## config.mk

```make
export PLATFORM = sky130hd
export DESIGN_NAME = kruskal_union_find_edge_filter
export DESIGN_NICKNAME = d
export VERILOG_FILES = /design/src/design/kuf_pkg.sv /design/src/design/kuf_set_mem.sv /design/src/design/kruskal_union_find_edge_filter.sv
export VERILOG_INCLUDE_DIRS = /design/src /design/src/design
export SDC_FILE = /design/constraint.sdc
export NUM_CORES = 2
export LEC_CHECK = 0
export ABC_AREA = 0
export ABC_CLOCK_PERIOD_IN_PS = 18350
export BUFFER_PORTS_ARGS = -buffer_cell sky130_fd_sc_hd__buf_2
export CAP_MARGIN = 30
export CORE_MARGIN = 5
export CORE_UTILIZATION = 35
export CTS_BUF_LIST = sky130_fd_sc_hd__clkbuf_8
export CTS_CLUSTER_DIAMETER = 40
export DETAILED_ROUTE_END_ITERATION = 10
export GPL_ROUTABILITY_DRIVEN = 0
export PLACE_DENSITY_LB_ADDON = 0.25
export SLEW_MARGIN = 10
export SYNTH_ARGS = -nofsm -noshare
export SYNTH_HDL_FRONTEND = slang
export SYNTH_MEMORY_MAX_BITS = 65536
export SYNTH_SLANG_ARGS = --single-unit
```

## constraint.sdc

```tcl
create_clock -name i_clk -period 18.35 [get_ports i_clk]
set_clock_uncertainty 0.1 [all_clocks]
set_input_delay 0.9175 -clock i_clk [delete_from_list [all_inputs] [get_ports i_clk]]
set_output_delay 0.9175 -clock i_clk [all_outputs]
set_load 0.005 [all_outputs]
```

## src/design/kruskal_union_find_edge_filter_assert.svh

```systemverilog
// Assertion macros shared by the edge filter RTL.
`ifndef KRUSKAL_UNION_FIND_EDGE_FILTER_ASSERT_SVH
`define KRUSKAL_UNION_FIND_EDGE_FILTER_ASSERT_SVH

// Same-cycle implication, clocked on i_clk, off while in reset.
`define KUF_ASSERT_NOW(lbl, ante, cons) \
    lbl: assert property (@(posedge i_clk) disable iff (!i_rst_n) (ante) |-> (cons)) \
        else $error("kuf: same-cycle check failed");

// Next-cycle implication, clocked on i_clk, off while in reset.
`define KUF_ASSERT_NEXT(lbl, ante, cons) \
    lbl: assert property (@(posedge i_clk) disable iff (!i_rst_n) (ante) |=> (cons)) \
        else $error("kuf: next-cycle check failed");

`endif

```

## src/design/kuf_pkg.sv

```systemverilog
// Types, codes and microcode ROM for the union-find edge filter.
package kuf_pkg;

    localparam int NODE_W   = 8;
    localparam int WEIGHT_W = 16;
    localparam int TOTAL_W  = 24;
    localparam int COUNT_W  = 8;
    localparam int SIZE_W   = 8;
    localparam int STATUS_W = 2;
    localparam int STEP_W   = 4;

    typedef enum logic [STATUS_W-1:0] {
        ST_ACCEPT = 2'd0,
        ST_CYCLE  = 2'd1,
        ST_BAD    = 2'd2,
        ST_CLEAR  = 2'd3
    } t_status;

    typedef enum logic [2:0] {
        OP_NOP,
        OP_WAIT,
        OP_SWEEP,
        OP_CHECK_A,
        OP_CHECK_B,
        OP_LINK_LO,
        OP_LINK_HI,
        OP_RESULT
    } t_op;

    typedef enum logic [3:0] {
        C_NEVER,
        C_ALWAYS,
        C_NO_IN,
        C_SWEEP_MORE,
        C_NOT_ROOT,
        C_IS_CLEAR,
        C_IS_BAD,
        C_IS_CYCLE,
        C_OUT_FREE
    } t_cond;

    typedef logic [STEP_W-1:0] t_step;

    typedef struct packed {
        t_op   op;
        t_cond cond;
        t_step target;
    } t_uword;

    localparam t_step P_INIT    = 4'd0;
    localparam t_step P_IDLE    = 4'd1;
    localparam t_step P_DISP1   = 4'd2;
    localparam t_step P_DISP2   = 4'd3;
    localparam t_step P_FA_RD   = 4'd4;
    localparam t_step P_FA_CK   = 4'd5;
    localparam t_step P_FB_RD   = 4'd6;
    localparam t_step P_FB_CK   = 4'd7;
    localparam t_step P_LINK_LO = 4'd8;
    localparam t_step P_LINK_HI = 4'd9;
    localparam t_step P_CLR     = 4'd10;
    localparam t_step P_RES     = 4'd11;
    localparam t_step P_RETRY   = 4'd12;

    // Taken jump goes to target, otherwise to the next step.
    function automatic t_uword uc_rom(input t_step pc);
        t_uword w;
        w = '{op: OP_NOP, cond: C_ALWAYS, target: P_IDLE};
        case (pc)
            P_INIT:    w = '{op: OP_SWEEP,   cond: C_SWEEP_MORE, target: P_INIT};
            P_IDLE:    w = '{op: OP_WAIT,    cond: C_NO_IN,      target: P_IDLE};
            P_DISP1:   w = '{op: OP_NOP,     cond: C_IS_CLEAR,   target: P_CLR};
            P_DISP2:   w = '{op: OP_NOP,     cond: C_IS_BAD,     target: P_RES};
            P_FA_RD:   w = '{op: OP_NOP,     cond: C_NEVER,      target: P_IDLE};
            P_FA_CK:   w = '{op: OP_CHECK_A, cond: C_NOT_ROOT,   target: P_FA_RD};
            P_FB_RD:   w = '{op: OP_NOP,     cond: C_NEVER,      target: P_IDLE};
            P_FB_CK:   w = '{op: OP_CHECK_B, cond: C_NOT_ROOT,   target: P_FB_RD};
            P_LINK_LO: w = '{op: OP_LINK_LO, cond: C_IS_CYCLE,   target: P_RES};
            P_LINK_HI: w = '{op: OP_LINK_HI, cond: C_ALWAYS,     target: P_RES};
            P_CLR:     w = '{op: OP_SWEEP,   cond: C_SWEEP_MORE, target: P_CLR};
            P_RES:     w = '{op: OP_RESULT,  cond: C_OUT_FREE,   target: P_IDLE};
            P_RETRY:   w = '{op: OP_NOP,     cond: C_ALWAYS,     target: P_RES};
            default:   w = '{op: OP_NOP,     cond: C_ALWAYS,     target: P_INIT};
        endcase
        return w;
    endfunction

endpackage

```

## src/design/kuf_set_mem.sv

```systemverilog
// Single-port-write, registered-read table for parent and set size.
module kuf_set_mem #(
    parameter int DEPTH = 256,
    parameter int AW    = 8,
    parameter int DW    = 16
) (
    input  logic          i_clk,
    input  logic          i_we,
    input  logic [AW-1:0] i_waddr,
    input  logic [DW-1:0] i_wdata,
    input  logic [AW-1:0] i_raddr,
    output logic [DW-1:0] o_rdata
);

    logic [DW-1:0] r_mem [DEPTH];
    logic [DW-1:0] r_rdata;

    always_ff @(posedge i_clk) begin
        if (i_we) begin
            r_mem[i_waddr] <= i_wdata;
        end
        r_rdata <= r_mem[i_raddr];
    end

    assign o_rdata = r_rdata;

endmodule

```

## src/design/kruskal_union_find_edge_filter.sv

```systemverilog
// Top level: microcoded union-find engine that filters edges for Kruskal's MST.
//
//  channel   direction  handshake                    payload
//  ------------------------------------------------------------------------------------
//  in        in         i_in_valid / o_in_stall      i_action i_node_a i_node_b i_edge_weight
//  out       out        o_out_valid / i_out_stall    o_status o_total_weight o_tree_edge_count
//  cfg       in         i_cfg_we                     i_cfg_data (num_nodes)
//
// One item at a time. An edge walks the parents of node a, then of node b, each hop a read
// step and a check step through the registered table read; a cycle skips the second link
// step. A bad node goes straight to the result; a clear first sweeps every table entry.
// After reset a clearing pass over all NODE_SLOTS entries runs before the first transfer is taken.
// Reset is synchronous, active low. A finished result waits in the output register while
// the next item is taken; the sequencer holds only if a second result finds it still full.
module kruskal_union_find_edge_filter #(
    parameter int NODE_SLOTS = 256
) (
    input  logic                          i_clk,
    input  logic                          i_rst_n,
    input  logic                          i_cfg_we,
    input  logic [kuf_pkg::NODE_W-1:0]    i_cfg_data,
    input  logic                          i_in_valid,
    output logic                          o_in_stall,
    input  logic                          i_action,
    input  logic [kuf_pkg::NODE_W-1:0]    i_node_a,
    input  logic [kuf_pkg::NODE_W-1:0]    i_node_b,
    input  logic [kuf_pkg::WEIGHT_W-1:0]  i_edge_weight,
    output logic                          o_out_valid,
    input  logic                          i_out_stall,
    output logic [kuf_pkg::STATUS_W-1:0]  o_status,
    output logic [kuf_pkg::TOTAL_W-1:0]   o_total_weight,
    output logic [kuf_pkg::COUNT_W-1:0]   o_tree_edge_count
);

    import kuf_pkg::*;

    localparam int IDX_W = $clog2(NODE_SLOTS);
    localparam int DW    = SIZE_W + IDX_W;
    localparam logic [IDX_W-1:0] LAST_IDX = IDX_W'(NODE_SLOTS - 1);

    typedef struct packed {
        logic [SIZE_W-1:0] size;
        logic [IDX_W-1:0]  parent;
    } t_entry;

    t_step               r_pc;
    logic [IDX_W-1:0]    r_cnt;
    logic [NODE_W-1:0]   r_num_nodes;
    logic [TOTAL_W-1:0]  r_sum;
    logic [COUNT_W-1:0]  r_count;
    t_status             r_status;
    logic [IDX_W-1:0]    r_cur;
    logic [IDX_W-1:0]    r_b;
    logic [IDX_W-1:0]    r_ra;
    logic [IDX_W-1:0]    r_rb;
    logic [SIZE_W-1:0]   r_sa;
    logic [SIZE_W-1:0]   r_sb;
    logic [WEIGHT_W-1:0] r_w;
    logic                r_out_valid;
    logic [STATUS_W-1:0] r_out_status;
    logic [TOTAL_W-1:0]  r_out_total;
    logic [COUNT_W-1:0]  r_out_count;

    t_uword              uw;
    t_step               n_pc;
    logic                cond_hit;
    logic                in_xfer;
    logic                out_free;
    logic                is_root;
    logic                bad_node;
    t_entry              rd_entry;
    logic [DW-1:0]       rd_data;
    logic                mem_we;
    logic [IDX_W-1:0]    mem_waddr;
    t_entry              mem_wdata;
    logic [IDX_W-1:0]    lo_root;
    logic [IDX_W-1:0]    hi_root;
    logic [SIZE_W-1:0]   lo_size;
    logic [SIZE_W:0]     size_sum;
    logic [SIZE_W-1:0]   size_sat;
    logic [TOTAL_W:0]    wsum;

    function automatic logic node_ok(input logic [NODE_W-1:0] n,
                                     input logic [NODE_W-1:0] lim);
        return (n != '0) && (n <= lim) && (32'(n) < NODE_SLOTS);
    endfunction

    assign uw       = uc_rom(r_pc);
    assign in_xfer  = i_in_valid && !o_in_stall;
    assign out_free = !r_out_valid || !i_out_stall;
    assign rd_entry = t_entry'(rd_data);
    assign is_root  = (rd_entry.parent == r_cur);
    assign bad_node = !node_ok(i_node_a, r_num_nodes) || !node_ok(i_node_b, r_num_nodes);

    // Union by size, ties hang the first root under the second.
    assign lo_root  = (r_sa > r_sb) ? r_rb : r_ra;
    assign hi_root  = (r_sa > r_sb) ? r_ra : r_rb;
    assign lo_size  = (r_sa > r_sb) ? r_sb : r_sa;
    assign size_sum = {1'b0, r_sa} + {1'b0, r_sb};
    assign size_sat = size_sum[SIZE_W] ? {SIZE_W{1'b1}} : size_sum[SIZE_W-1:0];
    assign wsum     = {1'b0, r_sum} + (TOTAL_W + 1)'(r_w);

    always_comb begin
        unique case (uw.cond)
            C_NEVER:      cond_hit = 1'b0;
            C_ALWAYS:     cond_hit = 1'b1;
            C_NO_IN:      cond_hit = !in_xfer;
            C_SWEEP_MORE: cond_hit = (r_cnt != LAST_IDX);
            C_NOT_ROOT:   cond_hit = !is_root;
            C_IS_CLEAR:   cond_hit = (r_status == ST_CLEAR);
            C_IS_BAD:     cond_hit = (r_status == ST_BAD);
            C_IS_CYCLE:   cond_hit = (r_status == ST_CYCLE);
            C_OUT_FREE:   cond_hit = out_free;
            default:      cond_hit = 1'b1;
        endcase
        n_pc = cond_hit ? uw.target : t_step'(r_pc + 1'b1);
    end

    always_comb begin
        mem_we    = 1'b0;
        mem_waddr = r_cnt;
        mem_wdata = '{size: SIZE_W'(1), parent: r_cnt};
        unique case (uw.op)
            OP_SWEEP: begin
                mem_we = 1'b1;
            end
            OP_LINK_LO: begin
                mem_we    = (r_status != ST_CYCLE);
                mem_waddr = lo_root;
                mem_wdata = '{size: lo_size, parent: hi_root};
            end
            OP_LINK_HI: begin
                mem_we    = 1'b1;
                mem_waddr = hi_root;
                mem_wdata = '{size: size_sat, parent: hi_root};
            end
            default: begin
                mem_we = 1'b0;
            end
        endcase
    end

    kuf_set_mem #(
        .DEPTH (NODE_SLOTS),
        .AW    (IDX_W),
        .DW    (DW)
    ) u_set_mem (
        .i_clk   (i_clk),
        .i_we    (mem_we),
        .i_waddr (mem_waddr),
        .i_wdata (mem_wdata),
        .i_raddr (r_cur),
        .o_rdata (rd_data)
    );

    always_ff @(posedge i_clk) begin
        if (!i_rst_n) begin
            r_pc        <= P_INIT;
            r_cnt       <= '0;
            r_num_nodes <= NODE_W'(255);
            r_sum       <= '0;
            r_count     <= '0;
            r_out_valid <= 1'b0;
        end else begin
            r_pc <= n_pc;
            if (i_cfg_we) begin
                r_num_nodes <= i_cfg_data;
            end
            unique case (uw.op)
                OP_WAIT: begin
                    if (in_xfer) begin
                        r_cur <= IDX_W'(i_node_a);
                        r_b   <= IDX_W'(i_node_b);
                        r_w   <= i_edge_weight;
                        if (!i_action) begin
                            r_status <= ST_CLEAR;
                        end else if (bad_node) begin
                            r_status <= ST_BAD;
                        end else begin
                            r_status <= ST_ACCEPT;
                        end
                    end
                end
                OP_SWEEP: begin
                    r_cnt   <= (r_cnt == LAST_IDX) ? '0 : r_cnt + 1'b1;
                    r_sum   <= '0;
                    r_count <= '0;
                end
                OP_CHECK_A: begin
                    if (is_root) begin
                        r_ra  <= r_cur;
                        r_sa  <= rd_entry.size;
                        r_cur <= r_b;
                    end else begin
                        r_cur <= rd_entry.parent;
                    end
                end
                OP_CHECK_B: begin
                    if (is_root) begin
                        r_rb <= r_cur;
                        r_sb <= rd_entry.size;
                        if (r_cur == r_ra) begin
                            r_status <= ST_CYCLE;
                        end
                    end else begin
                        r_cur <= rd_entry.parent;
                    end
                end
                OP_LINK_HI: begin
                    r_sum <= wsum[TOTAL_W] ? {TOTAL_W{1'b1}} : wsum[TOTAL_W-1:0];
                    if (r_count != {COUNT_W{1'b1}}) begin
                        r_count <= r_count + 1'b1;
                    end
                end
                default: begin
                end
            endcase
            if (uw.op == OP_RESULT && out_free) begin
                r_out_valid  <= 1'b1;
                r_out_status <= r_status;
                r_out_total  <= r_sum;
                r_out_count  <= r_count;
            end else if (!i_out_stall) begin
                r_out_valid <= 1'b0;
            end
        end
    end

    assign o_in_stall        = (uw.op != OP_WAIT);
    assign o_out_valid       = r_out_valid;
    assign o_status          = r_out_status;
    assign o_total_weight    = r_out_total;
    assign o_tree_edge_count = r_out_count;

`include "kruskal_union_find_edge_filter_assert.svh"

    `KUF_ASSERT_NOW(a_link_distinct_roots, (r_pc == P_LINK_HI), (r_ra != r_rb))
    `KUF_ASSERT_NEXT(a_count_monotonic, (r_pc != P_CLR && r_pc != P_INIT), (r_count >= $past(r_count)))
    `KUF_ASSERT_NEXT(a_result_loaded, (r_pc == P_RES && out_free), (o_out_valid))

endmodule
```

Word-level counts from Yosys, hierarchy flattened
Memory sizes are Yosys's and may differ from the RTL's. A register that Yosys moved wholly into a read port is not among the register bits. Index checks and enable logic that the tools add are counted.

Logic and storage cells: 113. Output and inout bits: 36. Bits in read-only memories: 176. Memories: 2. Input port bits: 46. Latch bits: 0. Register bits after elaboration: 153. RAM bits: 4096.

Memory list: u_set_mem.r_mem (depth 256, bits a word 16, rd ports 1, clocked after memory_dff 1, wr ports 1, RTL line kuf_set_mem.sv:15) `logic [DW-1:0] r_mem [DEPTH];`; (no name shown) (depth 16, bits a word 11, rd ports 1, clocked after memory_dff 1, wr ports 0, RTL line kuf_pkg.sv:68) `case (pc)`.

Eq/ne operators: 30. Multipliers: 0. Reduce and logical (&&, ||, !) cells: 27. Add/subtract/negate cells: 5. Div/mod/pow operators: 0. Mux-type cells: 29. Shift-type cells: 0. Bitwise logic cells: 0. Magnitude comparators: 3.

Operator list (count): $mux 8 (9); $pmux 24 s2 (1); $pmux 16 s2 (1); $pmux 8 s2 (2); $add 24x16->25 (1); $mux 24 (1); $pmux 8 s3 (1); $add 8x1->8 const B (2); $eq 4x3->1 const B (4); $eq 8x8->1 (2); $le 8x8->1 (2); $ne 8x8->1 const B (2); $reduce_bool 8->1 (2); $eq 3x3->1 const B (4); $mux 2 (5); $ne 2x2->1 const B (5); $add 8x8->9 (1); $reduce_and 3->1 (3); $eq 4x2->1 const B (2); $eq 8x8->1 const B (1); $gt 8x8->1 (1); $mux 4 (2); $pmux 1 s8 (1); $logic_not 1->1 (7); other kinds (20) (32).

Depth between registers and ports, before layout
Word-level depth: 8. Mapped depth: 14. Depth with buffers taken out: 11.

By module
A second synthesis with hierarchy kept.

Cells, all modules: 8201. Area total of the unflattened synthesis: 167235.4 um^2.

By module, submodules not included: kuf_set_mem (times used 1, cells each 7360, area each 158714.7 um^2, sequential area each 123318.3 um^2); kruskal_union_find_edge_filter (times used 1, cells each 841, area each 8520.7 um^2, sequential area each 4284.1 um^2).

Worst setup path after synthesis
Ideal clock, no wire load.

Kind: flip-flop to flip-flop. From: register r_sa[6]. To: memory u_set_mem.r_mem[0][10] (data pin). Arrival: 12014 ps. Library setup time: 2187 ps. Path buffers: 2. Setup slack: 4049 ps. Stages on the path, launching flop included: 10. Required time: 16063 ps. Clock period less this slack: 14301 ps. Path through: edfxtp_1 > ha_1 > nand4_2 > nor2_2 > nor2b_1 > buf_2 > nor2_1 > clkbuf_1 > a21oi_1 > o21ai_0.

RTL lines: start, declared (RTL line kruskal_union_find_edge_filter.sv:56) `logic [SIZE_W-1:0] r_sa;`; start signal, assigned (RTL line kruskal_union_find_edge_filter.sv:192) `r_sa <= rd_entry.size;`; end, declared (RTL line kuf_set_mem.sv:15).

==> impl_results.md <==
- Area delta synth->final: 15.5%
- CTS-repair resized insts: 0
- Synthesized cell area: 165000 um^2
- Synth top area cells: edfxtp_1 (76%), mux4_2 (17%), dfxtp_1 (0.97%)
- Clock Path Buffers: 4
- WP data arrival: 7.17 ns
- Vias in the first global route: 82855
- Leak pwr: 61.3 nW
- EDFF count, synth: 4196
- Clock-pin slew on the worst setup and hold paths: 0.06 ns
- Cell count after synthesis: 7112
- Syn_area_per_cell: 23.3 um^2
- FILL cells: 41298
- CP Launch Type: register
- First-pass GRT wire length: 626 mm
- Highest Clock Rate: 160 MHz
- Core box area: 471000 um^2
- Final period util: 34.0%
- Maxcap violations: 0
- FP Rows: 252
- Final Slew Violations: 0
- Register area: 128000 um^2
- Post-synthesis sequential area ratio: 77.1%
- Vias: 80457
- All-layer global routing usage: 17.7%
- Switching share of total power: 21.2%
- Critical Path RT: 19.29 ns
- # DRC: 0
- WS Path Type: reg -> reg
- Top cell type's share of synthesized area: 76.2%
- Num CTS Buffers: 720
- Clock Latency Late Sink: 1.22 ns
- Endpoints failing setup: 0
- Commonest non-fill, non-tap cell in the layout: edfxtp_1
- Total Nets Final: 8144
- DP Cell Count: 13461
- Worst rel slew slack: 16.6%
- Asr flop ratio synth: 0%
- TNS Setup: 0 ns
- Hold WC Path Type: in -> reg
- Main synth FF type: edfxtp_1
- Final antenna-violating net count: 0
- Vias per cell: 5.41
- Starting Density: 35.1%
- Reg2reg setup slack: 12.12 ns
- Largest net degree at the start of global routing: 241
- Post-DP HPWL: 249 mm
- CTS root buffer: clkbuf_8
- Synth cell types: 79
- Post-synthesis net count: 7212
- # H-tree levels: 6
- Setup bufs post-CTS: 0
- Commonest cells after routing, fill and taps aside: edfxtp_1 (4196), mux4_2 (1280), clkbuf_8 (737), buf_4 (390), inv_1 (298)
- P_sw: 3.95 mW
- Fraction of layout cells with a size suffix above 1: 33.9%
- Multi-input gate area: 36800 um^2
- Dpl ws: 11.96 ns
- Non-Filler Instances: 14865
- Seq cells post-synth: 4276
- TritonCTS Sinks: 4276
- Wire length per cell: 29.8 um
- GRT Residual Overflow: 0
- Antenna violations before repair: 14
- Status: completed
- Final hold vios: 0
- CP Max Fanout: 111
- Worst Tran Pin Value: 1.25 ns
- Combinational share of power: 0.8%
- Pint: 14.7 mW
- Die height: 698 um
- IR drop worst, VDD: 0.0754 mV
- Top Ports: 82
- PD cells: 97.6 nW/um^2
- Initial DRC Count: 8644
- Pre-antenna DRT Iters: 6
- Top cell type by total area after synthesis: edfxtp_1
- Yosys Warn Count: 0
- RSZ-0062 raised after global routing: false
- Clk network pwr share: 42.2%
- Crit path time final: 6.23 ns
- Seq pwr share: 57.0%
- Port bufs: 81
- CTS tree: built
- Total Wirelength: 442 mm
- CP endpoint kind: register
- Die Width: 698 um
- Die area: 487000 um^2
- Slack of the critical path: 12.12 ns
path summary, 6_finish.rpt:
| kind | start | endpoint | cells past startpoint |
|---|---|---|---|
| max | r_cur[1]$_DFFE_PP_ | u_set_mem.o_rdata[7]$_DFF_P_ | 12 |
| min | i_in_valid | r_status[0]$_SDFFCE_PP1P_ | 3 |
| max reg2reg | r_cur[1]$_DFFE_PP_ | u_set_mem.o_rdata[7]$_DFF_P_ | 12 |
| min reg2reg | u_set_mem.o_rdata[15]$_DFF_P_ | r_sb[7]$_DFFE_PP_ | 0 |
per-layer routing:
| metal | share of wire, % | GRT usage [%] | routed length, um | vias up |
|---|---|---|---|---|
| met2 | 48 | 28.5 | 213000 | 3221 |
| met5 | 0.0025 | 0 | 11 | - |
| li1 | - | - | - | 32572 |
| met1 | 41 | 24.6 | 183000 | 43896 |
| met4 | 3.5 | 5.72 | 15700 | 2 |
| met3 | 6.8 | 3.06 | 30100 | 766 |
power groups by stage:
stage	combinational, mW	sequential, mW	clock [mW]
after global routing	0.154	10.6	8.56
final	0.145	10.6	7.86
after detailed placement	0.132	10.8	0
after global placement	0.125	10.8	0
after floorplan	0.0568	10.8	0
after CTS	0.142	10.6	8.08
cells in the mapped netlist, types with 8 or more instances:
cell / instances
xor2_1: 19
o21ai_0: 61
a21o_1: 14
xnor2_1: 25
nand3_1: 40
clkbuf_1: 193
buf_2: 162
a22oi_1: 65
a222oi_1: 8
edfxtp_1: 4196
nor2_1: 234
and2_1: 8
buf_1: 24
nand2_1: 105
buf_4: 9
o211ai_1: 9
ha_1: 52
a221oi_1: 17
mux4_2: 1280
and3_1: 19
nor4_1: 14
a21oi_1: 57
nor2b_1: 13
dfxtp_1: 80
o22ai_1: 19
mux2i_1: 40
nor3_1: 98
nand4_1: 18
inv_1: 51
a31oi_1: 25
mux2_2: 35
o21bai_1: 13
worst max-delay path: stages, from the launching register on:
cell and delay (ns):
edfxtp_1 0.44, buf_4 0.52, buf_12 0.52, buf_12 0.43, buf_4 0.80, buf_4 0.42
buf_16 0.34, mux4_2 0.37, mux4_2 0.47, a22oi_1 0.61, nand3_1 0.21, nand2_1 0.16
a31oi_1 0.05
sequential cells by signal (all words and copies together) (netlist names), 11 cells and up:
register and flops:
u_set_mem.r_mem 4096, r_sum 24, r_w 16, o_total_weight 24, uw 11, u_set_mem.o_rdata 16
cell type report:
| type | count | share of cell area, % |
|---|---|---|
| diodes | 12 | 0.0157 |
| clock inverters | 571 | 1.66 |
| inverters | 52 | 0.102 |
| clock buffers | 737 | 5.31 |
| multi-input cells | 2396 | 19.3 |
| flip-flops and latches | 4276 | 66.8 |
| well taps | 6223 | 4.08 |
| repair buffers | 598 | 2.79 |
metrics by stage:
stage / area [um^2] / hold WS (ns) / utilization [%] / total power [mW]
floorplan: 165000 / 0.304 / - / 10.9
global placement: 176000 / 0.326 / 37.4 / 11.0
detailed placement: 177000 / 0.329 / 37.5 / 11.0
CTS: 190000 / 0.0403 / 40.4 / 18.9
global route: 191000 / 0.102 / 40.6 / 19.3
finish: 191000 / 0.211 / 40.6 / 18.6
cells by family after synthesis:
group	after synthesis	share of synthesized area, %
buffers and inverters	440	1.14
AO/OA/AOI/OAI	350	1.50
AND/OR/NAND/NOR	593	1.67
adder cells (fa/ha/maj)	54	0.417
multiplexers	1355	17.9
flip-flops	4276	77.1
XOR/XNOR	44	0.233
what timing repair did:
item	CTS	global route
endpoints found under the hold margin	44	0
hold buffers	59	0
endpoints found under the setup margin	0	0
(Power assumes the default switching activity.)
